File: config.mk
export PLATFORM = sky130hd
export DESIGN_NAME = dual_deadline_poll_scheduler_core
export DESIGN_NICKNAME = d
export VERILOG_FILES = /design/src/sv/ddps_pkg.sv /design/src/sv/ddps_div.sv /design/src/sv/dual_deadline_poll_scheduler_core.sv
export SDC_FILE = /design/constraint.sdc
export NUM_CORES = 2
export LEC_CHECK = 0
export BUFFER_PORTS_ARGS = -buffer_cell sky130_fd_sc_hd__buf_2
export CORE_MARGIN = 10
export CORE_UTILIZATION = 55
export DETAILED_ROUTE_END_ITERATION = 7
export PLACE_DENSITY = 0.77
export RECOVER_POWER = 50
export SLEW_MARGIN = 5
export SYNTH_ARGS = -nofsm -noshare
export SYNTH_HDL_FRONTEND = slang
export SYNTH_SLANG_ARGS = --single-unit
File: constraint.sdc
create_clock -name clk -period 22.2 [get_ports clk]
set_input_delay 3.33 -clock clk [delete_from_list [all_inputs] [get_ports clk]]
set_output_delay 3.33 -clock clk [all_outputs]
set_load 0.05 [all_outputs]
File: src/sv/ddps_pkg.sv
`timescale 1ns / 1ps

package ddps_pkg;

    // Width of the internal time base; only the low TIME_W bits of now_time are used.
    localparam int TIME_W = 64;
    // Width of the interval registers.
    localparam int IV_W = 32;
    // Width of the divider step counter.
    localparam int CNT_W = $clog2(TIME_W);
    // Width of a deadline sum, wide enough to show a carry past the time base.
    localparam int SUM_W = ((TIME_W > IV_W) ? TIME_W : IV_W) + 1;

    typedef logic [TIME_W-1:0] time_t;
    typedef logic [IV_W-1:0]   iv_t;
    typedef logic [CNT_W-1:0]  cnt_t;
    typedef logic [SUM_W-1:0]  sum_t;

    // Register values after reset.
    localparam iv_t SAMPLE_IV_RST = iv_t'(1000);
    localparam iv_t POLL_IV_RST   = iv_t'(10000);

    typedef enum logic [1:0] {
        MODE_START    = 2'd0,
        MODE_CHECK    = 2'd1,
        MODE_COMPLETE = 2'd2,
        MODE_NOP      = 2'd3
    } mode_t;

    typedef enum logic [1:0] {
        STATUS_OK       = 2'd0,
        STATUS_BADCFG   = 2'd1,
        STATUS_OVERFLOW = 2'd2
    } status_t;

    typedef enum logic {
        CFG_SAMPLE_INTERVAL = 1'b0,
        CFG_POLL_INTERVAL   = 1'b1
    } cfg_idx_t;

    typedef enum logic [2:0] {
        S_IDLE,
        S_DISPATCH,
        S_PICK,
        S_DIV,
        S_ADD,
        S_COMMIT,
        S_OUT
    } state_t;

    typedef struct packed {
        mode_t       mode;
        logic [63:0] now_time;
        logic        poll_attempted;
    } in_item_t;

    typedef struct packed {
        status_t     status;
        logic        poll_due;
        logic [63:0] sample_deadline_out;
        logic [63:0] poll_deadline_out;
    } out_item_t;

    // Status of the shared divider as seen by the sequencer.
    typedef struct packed {
        logic busy;
        logic done;
    } div_stat_t;

endpackage

File: src/sv/ddps_div.sv
`timescale 1ns / 1ps

// Restoring divider that produces the remainder of a time value divided by
// an interval, one dividend bit per cycle.
module ddps_div (
    input  logic                clk,
    input  logic                rst_n,
    input  logic                start,
    input  ddps_pkg::time_t     dividend,
    input  ddps_pkg::iv_t       divisor,
    output ddps_pkg::div_stat_t stat,
    output ddps_pkg::iv_t       rem
);

    ddps_pkg::time_t dvd_reg;
    ddps_pkg::time_t dvd_next;
    ddps_pkg::iv_t   dsr_reg;
    ddps_pkg::iv_t   dsr_next;
    ddps_pkg::iv_t   rem_reg;
    ddps_pkg::iv_t   rem_next;
    ddps_pkg::cnt_t  cnt_reg;
    ddps_pkg::cnt_t  cnt_next;
    logic            busy_reg;
    logic            busy_next;
    logic            done_reg;
    logic            done_next;
    logic [ddps_pkg::IV_W:0] trial;

    // One restoring step: shift in the next dividend bit and subtract if it fits.
    always_comb
    begin
        dvd_next  = dvd_reg;
        dsr_next  = dsr_reg;
        rem_next  = rem_reg;
        cnt_next  = cnt_reg;
        busy_next = busy_reg;
        done_next = 1'b0;
        trial     = {rem_reg, dvd_reg[ddps_pkg::TIME_W-1]};
        if (start)
        begin
            dvd_next  = dividend;
            dsr_next  = divisor;
            rem_next  = '0;
            cnt_next  = ddps_pkg::cnt_t'(ddps_pkg::TIME_W - 1);
            busy_next = 1'b1;
        end
        else if (busy_reg)
        begin
            if (trial >= {1'b0, dsr_reg})
            begin
                rem_next = ddps_pkg::iv_t'(trial - {1'b0, dsr_reg});
            end
            else
            begin
                rem_next = trial[ddps_pkg::IV_W-1:0];
            end
            dvd_next = dvd_reg << 1;
            if (cnt_reg == '0)
            begin
                busy_next = 1'b0;
                done_next = 1'b1;
            end
            else
            begin
                cnt_next = cnt_reg - ddps_pkg::cnt_t'(1);
            end
        end
    end

    // Control flags.
    always_ff @(posedge clk or negedge rst_n)
    begin
        if (!rst_n)
        begin
            busy_reg <= 1'b0;
            done_reg <= 1'b0;
            cnt_reg  <= '0;
        end
        else
        begin
            busy_reg <= busy_next;
            done_reg <= done_next;
            cnt_reg  <= cnt_next;
        end
    end

    // Datapath registers.
    always_ff @(posedge clk)
    begin
        dvd_reg <= dvd_next;
        dsr_reg <= dsr_next;
        rem_reg <= rem_next;
    end

    assign stat.busy = busy_reg;
    assign stat.done = done_reg;
    assign rem       = rem_reg;

endmodule

File: src/sv/dual_deadline_poll_scheduler_core.sv
`timescale 1ns / 1ps
// Start, check and no-op run the dispatch and output states. Completion also runs the
// pick, divide and add states for each deadline it moves, on the bit-serial divider
// shared by both deadlines; no new input is taken until the output register is written.
// A new input is taken while an earlier result still waits in the output register.
// Asynchronous active-low reset clears both deadlines and loads intervals 1000 and 10000.
module dual_deadline_poll_scheduler_core (
    input  logic                clk,
    input  logic                rst_n,
    input  logic                in_valid,
    output logic                in_stall,
    input  ddps_pkg::in_item_t  in_data,
    output logic                out_valid,
    input  logic                out_stall,
    output ddps_pkg::out_item_t out_data,
    input  logic                cfg_valid,
    output logic                cfg_ready,
    input  ddps_pkg::cfg_idx_t  cfg_index,
    input  logic [31:0]         cfg_data
);

    ddps_pkg::state_t    state_reg;
    ddps_pkg::state_t    state_next;
    ddps_pkg::mode_t     mode_reg;
    ddps_pkg::mode_t     mode_next;
    ddps_pkg::time_t     now_reg;
    ddps_pkg::time_t     now_next;
    logic                polled_reg;
    logic                polled_next;
    ddps_pkg::time_t     s_dl_reg;
    ddps_pkg::time_t     s_dl_next;
    ddps_pkg::time_t     p_dl_reg;
    ddps_pkg::time_t     p_dl_next;
    ddps_pkg::time_t     cand_s_reg;
    ddps_pkg::time_t     cand_s_next;
    ddps_pkg::time_t     cand_p_reg;
    ddps_pkg::time_t     cand_p_next;
    logic                tgt_reg;
    logic                tgt_next;
    ddps_pkg::time_t     base_reg;
    ddps_pkg::time_t     base_next;
    ddps_pkg::status_t   status_reg;
    ddps_pkg::status_t   status_next;
    logic                due_reg;
    logic                due_next;
    ddps_pkg::iv_t       siv_reg;
    ddps_pkg::iv_t       piv_reg;
    logic                out_valid_reg;
    logic                out_valid_next;
    ddps_pkg::out_item_t out_data_reg;
    ddps_pkg::out_item_t out_data_next;

    logic                cfg_ok;
    ddps_pkg::time_t     pick_dl;
    ddps_pkg::iv_t       pick_iv;
    ddps_pkg::sum_t      start_sum;
    ddps_pkg::sum_t      adv_sum;
    logic                div_start;
    ddps_pkg::time_t     div_dividend;
    ddps_pkg::div_stat_t div_stat;
    ddps_pkg::iv_t       div_rem;

    // Shared remainder unit.
    ddps_div u_div (
        .clk      (clk),
        .rst_n    (rst_n),
        .start    (div_start),
        .dividend (div_dividend),
        .divisor  (pick_iv),
        .stat     (div_stat),
        .rem      (div_rem)
    );

    // Interval registers; the user writes only while the block is idle; not enforced.
    assign cfg_ready = 1'b1;

    always_ff @(posedge clk or negedge rst_n)
    begin
        if (!rst_n)
        begin
            siv_reg <= ddps_pkg::SAMPLE_IV_RST;
            piv_reg <= ddps_pkg::POLL_IV_RST;
        end
        else if (cfg_valid && cfg_ready)
        begin
            case (cfg_index)
                ddps_pkg::CFG_SAMPLE_INTERVAL: siv_reg <= cfg_data;
                ddps_pkg::CFG_POLL_INTERVAL:   piv_reg <= cfg_data;
                default:                       ;
            endcase
        end
    end

    assign cfg_ok = (siv_reg != '0) && (piv_reg != '0) && (piv_reg >= siv_reg);

    // Deadline and interval of the grid being advanced.
    assign pick_dl = tgt_reg ? p_dl_reg : s_dl_reg;
    assign pick_iv = tgt_reg ? piv_reg : siv_reg;

    // Adders: start anchor, and the next grid point (now - remainder + interval).
    assign start_sum    = ddps_pkg::sum_t'(now_reg) + ddps_pkg::sum_t'(piv_reg);
    assign adv_sum      = ddps_pkg::sum_t'(base_reg) + ddps_pkg::sum_t'(pick_iv);
    assign div_dividend = now_reg - pick_dl;

    // Sequencer: next state and datapath control.
    always_comb
    begin
        state_next     = state_reg;
        mode_next      = mode_reg;
        now_next       = now_reg;
        polled_next    = polled_reg;
        s_dl_next      = s_dl_reg;
        p_dl_next      = p_dl_reg;
        cand_s_next    = cand_s_reg;
        cand_p_next    = cand_p_reg;
        tgt_next       = tgt_reg;
        base_next      = base_reg;
        status_next    = status_reg;
        due_next       = due_reg;
        out_valid_next = out_valid_reg;
        out_data_next  = out_data_reg;
        div_start      = 1'b0;

        if (out_valid_reg && !out_stall)
        begin
            out_valid_next = 1'b0;
        end

        case (state_reg)
            ddps_pkg::S_IDLE:
            begin
                if (in_valid)
                begin
                    mode_next   = in_data.mode;
                    now_next    = ddps_pkg::time_t'(in_data.now_time);
                    polled_next = in_data.poll_attempted;
                    state_next  = ddps_pkg::S_DISPATCH;
                end
            end
            ddps_pkg::S_DISPATCH:
            begin
                status_next = ddps_pkg::STATUS_OK;
                due_next    = 1'b0;
                state_next  = ddps_pkg::S_OUT;
                case (mode_reg)
                    ddps_pkg::MODE_START:
                    begin
                        if (!cfg_ok)
                        begin
                            status_next = ddps_pkg::STATUS_BADCFG;
                        end
                        else if ((start_sum >> ddps_pkg::TIME_W) != '0)
                        begin
                            status_next = ddps_pkg::STATUS_OVERFLOW;
                        end
                        else
                        begin
                            s_dl_next = now_reg;
                            p_dl_next = ddps_pkg::time_t'(start_sum);
                        end
                    end
                    ddps_pkg::MODE_CHECK:
                    begin
                        due_next = (now_reg >= p_dl_reg);
                    end
                    ddps_pkg::MODE_COMPLETE:
                    begin
                        if (!cfg_ok)
                        begin
                            status_next = ddps_pkg::STATUS_BADCFG;
                        end
                        else
                        begin
                            cand_s_next = s_dl_reg;
                            cand_p_next = p_dl_reg;
                            tgt_next    = 1'b0;
                            state_next  = ddps_pkg::S_PICK;
                        end
                    end
                    default:
                    begin
                    end
                endcase
            end
            ddps_pkg::S_PICK:
            begin
                // A deadline already in the future stays where it is.
                if (pick_dl > now_reg)
                begin
                    if (!tgt_reg && polled_reg)
                    begin
                        tgt_next = 1'b1;
                    end
                    else
                    begin
                        state_next = ddps_pkg::S_COMMIT;
                    end
                end
                else
                begin
                    div_start  = 1'b1;
                    state_next = ddps_pkg::S_DIV;
                end
            end
            ddps_pkg::S_DIV:
            begin
                if (div_stat.done)
                begin
                    base_next  = now_reg - ddps_pkg::time_t'(div_rem);
                    state_next = ddps_pkg::S_ADD;
                end
            end
            ddps_pkg::S_ADD:
            begin
                if ((adv_sum >> ddps_pkg::TIME_W) != '0)
                begin
                    // Refuse the whole transaction; neither deadline moves.
                    status_next = ddps_pkg::STATUS_OVERFLOW;
                    state_next  = ddps_pkg::S_OUT;
                end
                else
                begin
                    if (tgt_reg)
                    begin
                        cand_p_next = ddps_pkg::time_t'(adv_sum);
                        state_next  = ddps_pkg::S_COMMIT;
                    end
                    else
                    begin
                        cand_s_next = ddps_pkg::time_t'(adv_sum);
                        if (polled_reg)
                        begin
                            tgt_next   = 1'b1;
                            state_next = ddps_pkg::S_PICK;
                        end
                        else
                        begin
                            state_next = ddps_pkg::S_COMMIT;
                        end
                    end
                end
            end
            ddps_pkg::S_COMMIT:
            begin
                s_dl_next  = cand_s_reg;
                p_dl_next  = cand_p_reg;
                state_next = ddps_pkg::S_OUT;
            end
            ddps_pkg::S_OUT:
            begin
                if (!out_valid_reg || !out_stall)
                begin
                    out_valid_next                    = 1'b1;
                    out_data_next.status              = status_reg;
                    out_data_next.poll_due            = due_reg;
                    out_data_next.sample_deadline_out = 64'(s_dl_reg);
                    out_data_next.poll_deadline_out   = 64'(p_dl_reg);
                    state_next                        = ddps_pkg::S_IDLE;
                end
            end
            default:
            begin
                state_next = ddps_pkg::S_IDLE;
            end
        endcase
    end

    // Control state and architectural deadlines.
    always_ff @(posedge clk or negedge rst_n)
    begin
        if (!rst_n)
        begin
            state_reg     <= ddps_pkg::S_IDLE;
            s_dl_reg      <= '0;
            p_dl_reg      <= '0;
            tgt_reg       <= 1'b0;
            out_valid_reg <= 1'b0;
        end
        else
        begin
            state_reg     <= state_next;
            s_dl_reg      <= s_dl_next;
            p_dl_reg      <= p_dl_next;
            tgt_reg       <= tgt_next;
            out_valid_reg <= out_valid_next;
        end
    end

    // Working payload registers.
    always_ff @(posedge clk)
    begin
        mode_reg     <= mode_next;
        now_reg      <= now_next;
        polled_reg   <= polled_next;
        cand_s_reg   <= cand_s_next;
        cand_p_reg   <= cand_p_next;
        base_reg     <= base_next;
        status_reg   <= status_next;
        due_reg      <= due_next;
        out_data_reg <= out_data_next;
    end

    assign in_stall  = (state_reg != ddps_pkg::S_IDLE);
    assign out_valid = out_valid_reg;
    assign out_data  = out_data_reg;

    // The divider only reports a result while the sequencer waits for it.
    assert property (@(posedge clk) disable iff (!rst_n)
        div_stat.done |-> (state_reg == ddps_pkg::S_DIV))
        else $error("divider finished outside the divide state");

    // A committed sample deadline always lies strictly after the completion time.
    assert property (@(posedge clk) disable iff (!rst_n)
        (state_reg == ddps_pkg::S_COMMIT) |-> (cand_s_reg > now_reg))
        else $error("sample deadline not advanced past completion time");

    // After a poll, the committed poll deadline lies strictly after the completion time.
    assert property (@(posedge clk) disable iff (!rst_n)
        (state_reg == ddps_pkg::S_COMMIT && polled_reg) |-> (cand_p_reg > now_reg))
        else $error("poll deadline not advanced past completion time");

endmodule

=== Yosys cells after proc, flatten, opt, wreduce, memory -nomap -nowiden ===
Cells that the tools add are included.
W data, S select, Z words.

* Eq/ne operators: 23
* Reductions and logical operators: 30
* Add/sub/neg operators: 6
* Bitwise operators: 1
* Muxes and demuxes: 62
* $lt $le $gt $ge: 4

{| class="wikitable"
|+ Operators by type and width
! kind !! number
|-
| $mux W64 || 17
|-
| $pmux W64 S2 || 4
|-
| $add A64 B32 Y65 || 2
|-
| $ge A64 B64 Y1 || 1
|-
| $gt A64 B64 Y1 || 1
|-
| $mux W32 || 2
|-
| $reduce_bool A32 Y1 || 2
|-
| $sub A64 B32 Y64 || 1
|-
| $sub A64 B64 Y64 || 1
|-
| $ge A33 B32 Y1 || 1
|-
| $ge A32 B32 Y1 || 1
|-
| $sub A32 B32 Y32 || 1
|-
| $mux W3 || 10
|-
| $ne A2 B2 Y1 const B || 12
|-
| $pmux W3 S7 || 1
|-
| $mux W1 || 19
|-
| $mux W6 || 3
|-
| $reduce_and A2 Y1 || 7
|-
| $reduce_and A5 Y1 || 2
|-
| $eq A3 B3 Y1 const B || 3
|-
| $pmux W2 S2 || 2
|-
| $reduce_and A4 Y1 || 2
|-
| $eq A3 B2 Y1 const B || 2
|-
| $logic_not A6 Y1 || 1
|-
| other kinds (17) || 28
|}

* Output and inout bits: 134
* Bits in registers: 726

=== Longest topological paths before layout ===
* Depth in word-level cells: 6
* Gate-level depth with buffers: 21
* Depth with buffers taken out: 15

=== Hierarchy ===
From an unflattened synthesis, not the netlist that was laid out.

* Cell total of the unflattened synthesis: 4279
* Area, all modules: 42973.7 µm²

{| class="wikitable"
|+ Modules (own cells, without submodules)
! module !! instances !! sequential area each (µm²) !! cells an instance !! area an instance (µm²)
|-
| dual_deadline_poll_scheduler_core || 1 || 16744.8 || 3653 || 35830.6
|-
| ddps_div || 1 || 3723.6 || 626 || 7143.1
|}

=== Least setup slack after synthesis ===
Ideal clock, no wire load.

* Path kind: input to register
* From: input port out_stall
* To: register out_data_reg, in the netlist out_data[0] (enable)
* Stages: 1
* Arrival: 9496 ps
* Required time: 21536 ps
* Slack: 12040 ps
* Setup time: 664 ps
* Cells stage by stage: a21oi_1

* Word-level cells in the longest chain between the ends: 3

{| class="wikitable"
|+ RTL lines
! item !! line !! source
|-
| start, declared || dual_deadline_poll_scheduler_core.sv:14 || <nowiki>input logic out_stall,</nowiki>
|-
| $logic_not A1 Y1 || dual_deadline_poll_scheduler_core.sv:251 || <nowiki>if (!out_valid_reg || !out_stall)</nowiki>
|-
| $logic_or A1 B1 Y1 || dual_deadline_poll_scheduler_core.sv:251 ||
|-
| $reduce_and A2 Y1 (no line) || n/a ||
|-
| end signal, assigned || dual_deadline_poll_scheduler_core.sv:300 || <nowiki>out_data_reg <= out_data_next;</nowiki>
|-
| end, declared || dual_deadline_poll_scheduler_core.sv:50 || <nowiki>ddps_pkg::out_item_t out_data_reg;</nowiki>
|}

No other way between the ends.
A chain may end at the register's enable or synchronous reset.

=== Worst setup path after layout ===
* From: register tgt_reg
* To: register cand_p_reg[13] (enable)

* Word-level cells in the longest chain between the ends: 4
* Elaborated cells on any way between the ends: 5
* Those cells by class: add/sub: 1; eq/ne: 2; mux: 1; reduce/logical: 1

{| class="wikitable"
|+ RTL lines
! item !! line !! source
|-
| start, declared || dual_deadline_poll_scheduler_core.sv:38 || <nowiki>logic tgt_reg;</nowiki>
|-
| start signal, assigned || dual_deadline_poll_scheduler_core.sv:284 || <nowiki>tgt_reg <= tgt_next;</nowiki>
|-
| $mux W32 || dual_deadline_poll_scheduler_core.sv:98 || <nowiki>assign pick_iv = tgt_reg ? piv_reg : siv_reg;</nowiki>
|-
| via pick_iv[27] || dual_deadline_poll_scheduler_core.sv:55 || <nowiki>ddps_pkg::iv_t pick_iv;</nowiki>
|-
| $add A64 B32 Y65 || dual_deadline_poll_scheduler_core.sv:102 || <nowiki>assign adv_sum = ddps_pkg::sum_t'(base_reg) + ddps_pkg::sum_t'(pick_iv);</nowiki>
|-
| $ne A2 B2 Y1 (no line) || n/a ||
|-
| $reduce_and A5 Y1 (no line) || n/a ||
|-
| end signal, assigned || dual_deadline_poll_scheduler_core.sv:296 || <nowiki>cand_p_reg <= cand_p_next;</nowiki>
|-
| end, declared || dual_deadline_poll_scheduler_core.sv:36 || <nowiki>ddps_pkg::time_t cand_p_reg;</nowiki>
|}

The timed path passes the listed nets, and every way through them passes these cells.

==> key figures <==
STA
  – PnR worst setup slack: 12.75 ns
  – Final hold vios: 0
  – Slew margin rel.: -286%
  – Slew Limit Fails: between 600 and 700
  – RSZ-0062 raised after global routing: no
  – Worst slew pin tran: 5.79 ns
  – Final setup TNS: 0 ns
  – Final hold slack: around 0.43 ns
  – Final clock skew: 0.0347 ns
  – Final setup violation count: 0
  – Minimum clock period: 9.45 ns
  – FMAX: about 110 MHz
  – Final period util: 42.6%

CTS
  – Clock transition at the registers of the reported paths: 0.06 ns
  – CTS max path bufs: 3
  – Setup Fix Bufs, Post-CTS: 0
  – Root Driver: clkbuf_16
  – Sink Count: 726
  – Post-CTS Hold Fix Bufs: 0
  – H-tree Lvls: 3
  – Post-CTS Resized: 0
  – CTS tree: done
  – Num CTS Buffers: 80
  – Worst skew pair latency: 0.65 ns

Job
  – Max cap viols: 10

Worst setup path
  – Worst endpoint required time: 22.47 ns
  – CP Cell Sequence: clkbuf_1 > o21ai_0 > ha_1 > a21o_1 > a21o_1 > a21o_1 > a21o_1 > a211o_1 > or3_1 > nor4b_2 > a21o_1 > nor2_4 > buf_4
  – Critical path's slowest cell: clkbuf_1
  – Worst R2R Path Depth: 13
  – CP arrival: 9.72 ns
  – Worst R2R Start: tgt_reg$_DFFE_PN0P_
  – CP peak stage delay: around 2.5 ns
  – RR Endpoint: cand_p_reg[13]$_DFFE_PP_
  – Crit path max fanout: between 60 and 70
  – R2R setup slack: 12.75 ns
  – Most used cell, CP: a21o_1
  – Worst setup SP type: flop
  – Setup CP Type: flop to flop
  – CP Capture Type: flop

Hold path
  – Hold endpoint: out_data[128]$_DFFE_PP_
  – Hold Crit Start: due_reg$_SDFFCE_PP0P_
  – Worst hold stages: 0
  – Min-Delay Path Class: flop to flop

Floorplanning
  – Die area: roughly 90000 um2
  – Die H: 300 um
  – Initial Utilization: 55.5%
  – # IOs: 239
  – Die X: 300 um
  – Core ar.: 77500 um2
  – # rows: 102

Route
  – Total number of vias: 34900
  – Drc violations: 0
  – Vias/cell: around 6.3
  – Initial DRC count: 4444
  – Remaining antenna violation count: 0
  – Drt pass-1 iters: 6
  – Post-Route WL: 132 mm
  – Post-DR wirelength/cell: 23.6 um

Synthesis
  – Top_reg_cell synth: edfxtp_1
  – Yosys top cell by area: edfxtp_1
  – Post-synth EDFFs: 489
  – Post-Syn Area: roughly 43000 um2
  – Post-synthesis sequential area ratio: 47.6%
  – Asr flop ratio synth: between 20% and 30%
  – Post-synth top area share: 34.1%
  – Synth area leaders: edfxtp_1 34%, dfrtp_1 11%, ha_1 8.4%
  – Ys Warns: 0
  – Yosys reg bits: 726
  – Unique masters post-synth: just under 100
  – Syn Area/Cell: 9.98 um2
  – Mapped Nets: around 4700
  – Post-Syn Instances: 4307

Place
  – DP Area: 45000 um2
  – Worst slack, placed: 15.83 ns
  – Buffers added on ports: 237
  – DP Wirelength: 97.7 mm
  – GPL Wtd Cong: 0.997
  – Placed Cells: 5426

Run status
  – Status: finished with violations
  – Violated checks: capacitance limit, slew limit

GRT
  – Number of global-route vias before repair: ~33000
  – Initial antenna violation count: 2
  – Largest net degree at the start of global routing: 112
  – First-pass GRT wire length: 199 mm
  – GRT Overall Usage: 28.5%
  – Remaining global-route overflow: 0

Finish
  – # nets final: about 4900
  – Final Instance Area: 47700 um2
  – Max reg flops: 131
  – Synth-to-Final Area Change: 10.9%
  – Final core occ: 61.5%
  – Final std cells w/o fill: 5576
  – Layout cells sized above 1: between 10 and 15%

Power
  – VDD IR max: around 0.089 mV
  – PwrDens: 158 nW/um2
  – Final Power: roughly 7.5 mW
  – Leakage Power: 19.9 nW
==> synth_stat cells, types with 34 or more instances <==
master,number
a31oi_1,115
nand2_1,545
dfrtp_1,194
xor2_1,123
clkbuf_1,138
nand4_1,73
xnor2_1,127
mux2_2,51
inv_1,220
and3_1,37
a21o_1,128
ha_1,290
nand3_1,71
a21oi_1,265
o21ai_0,294
nor3_1,55
mux2i_1,65
o21a_1,58
edfxtp_1,489
nor2_1,351
a211oi_1,55
a21boi_0,35
nor2b_1,34
==> layer usage <==
layer	global-route usage, %	routed length [um]	up-vias
met5	0	0	-
met4	8.18	3430	0
met3	7.12	17700	234
met2	40.8	54700	1982
met1	42.2	55800	16700
li1	-	-	16000
==> worst max-delay path, delay by kind of cell, from the launching register on <==
kind                       cells  cell delay, ns
DFF                            1            1.61
AOI/OAI and AO/OA              7            1.88
adders and majority gates      1            0.57
and+or+nand+nor                3            1.86
buffers and inverters          2            3.04
==> layout by cell type, fill, tap and decap left out, types with 23 or more instances in the layout <==
master / netlist / layout
and3_1: 37 / 37
dfxtp_1: 32 / 32
nor4_1: 26 / 26
clkbuf_1: 138 / 23
o21a_1: 58 / 57
nand4_1: 73 / 73
dfrtp_1: 194 / 193
or3_1: 29 / 29
a21oi_1: 265 / 264
o21ai_0: 294 / 296
xnor2_1: 127 / 127
ha_1: 290 / 290
mux2_2: 51 / 50
nand3_1: 71 / 71
nor2_1: 351 / 348
nand2b_1: 33 / 33
a211oi_1: 55 / 55
edfxtp_1: 489 / 489
clkbuf_16: 0 / 82
a21o_1: 128 / 128
nor2b_1: 34 / 34
nand2_1: 545 / 543
a21boi_0: 35 / 35
inv_1: 220 / 220
o211ai_1: 28 / 28
o21bai_1: 23 / 23
mux2i_1: 65 / 65
a31oi_1: 115 / 115
buf_4: 11 / 30
mux2_4: 30 / 30
nor3_1: 55 / 55
o31ai_1: 26 / 26
xor2_1: 123 / 123
buf_2: 27 / 234
==> cell type report <==
cell class,instances,area (um2)
Tap cell,1040,1300
Clock buffer,99,2170
Multi-Input combinational cell,3163,20900
Clock inverter,50,571
Antenna cell,1,2.50
Fill cell,6292,29800
Sequential cell,726,20500
Timing Repair Buffer,276,1460
Inverter,221,832
==> kinds of logic (layout without fill, tap and decap cells) <==
logic type / count (synthesis) / in the layout / synth area share, %
xor+xnor: 250 / 250 / 5.09
other cells: 1 / 2 / 0.00872
mux: 146 / 146 / 3.90
simple gates: 1337 / 1337 / 14.2
buf+inv: 418 / 646 / 4.02
flops: 726 / 726 / 47.6
fa+ha+maj: 295 / 295 / 8.67
compound gates: 1134 / 1134 / 16.5
==> power breakdown <==
part | internal [mW] | switching [mW]
Clock | 0.816 | 0.576
Sequential | 2.10 | 0.417
Combinational | 1.34 | 2.27
==> worst max path at each step <==
stage	to	start	depth (start not counted)
3_3_place_gp	cand_p_reg[1]$_DFFE_PP_	tgt_reg$_DFFE_PN0P_	13
5_1_grt	cand_p_reg[13]$_DFFE_PP_	tgt_reg$_DFFE_PN0P_	12
6_report	cand_p_reg[13]$_DFFE_PP_	tgt_reg$_DFFE_PN0P_	13
2_1_floorplan	out_data[0]$_DFFE_PP_	out_stall	1
4_1_cts	cand_p_reg[13]$_DFFE_PP_	tgt_reg$_DFFE_PN0P_	13
3_5_place_dp	cand_p_reg[1]$_DFFE_PP_	tgt_reg$_DFFE_PN0P_	13
No activity file was read; power rests on OpenSTA's default activity.
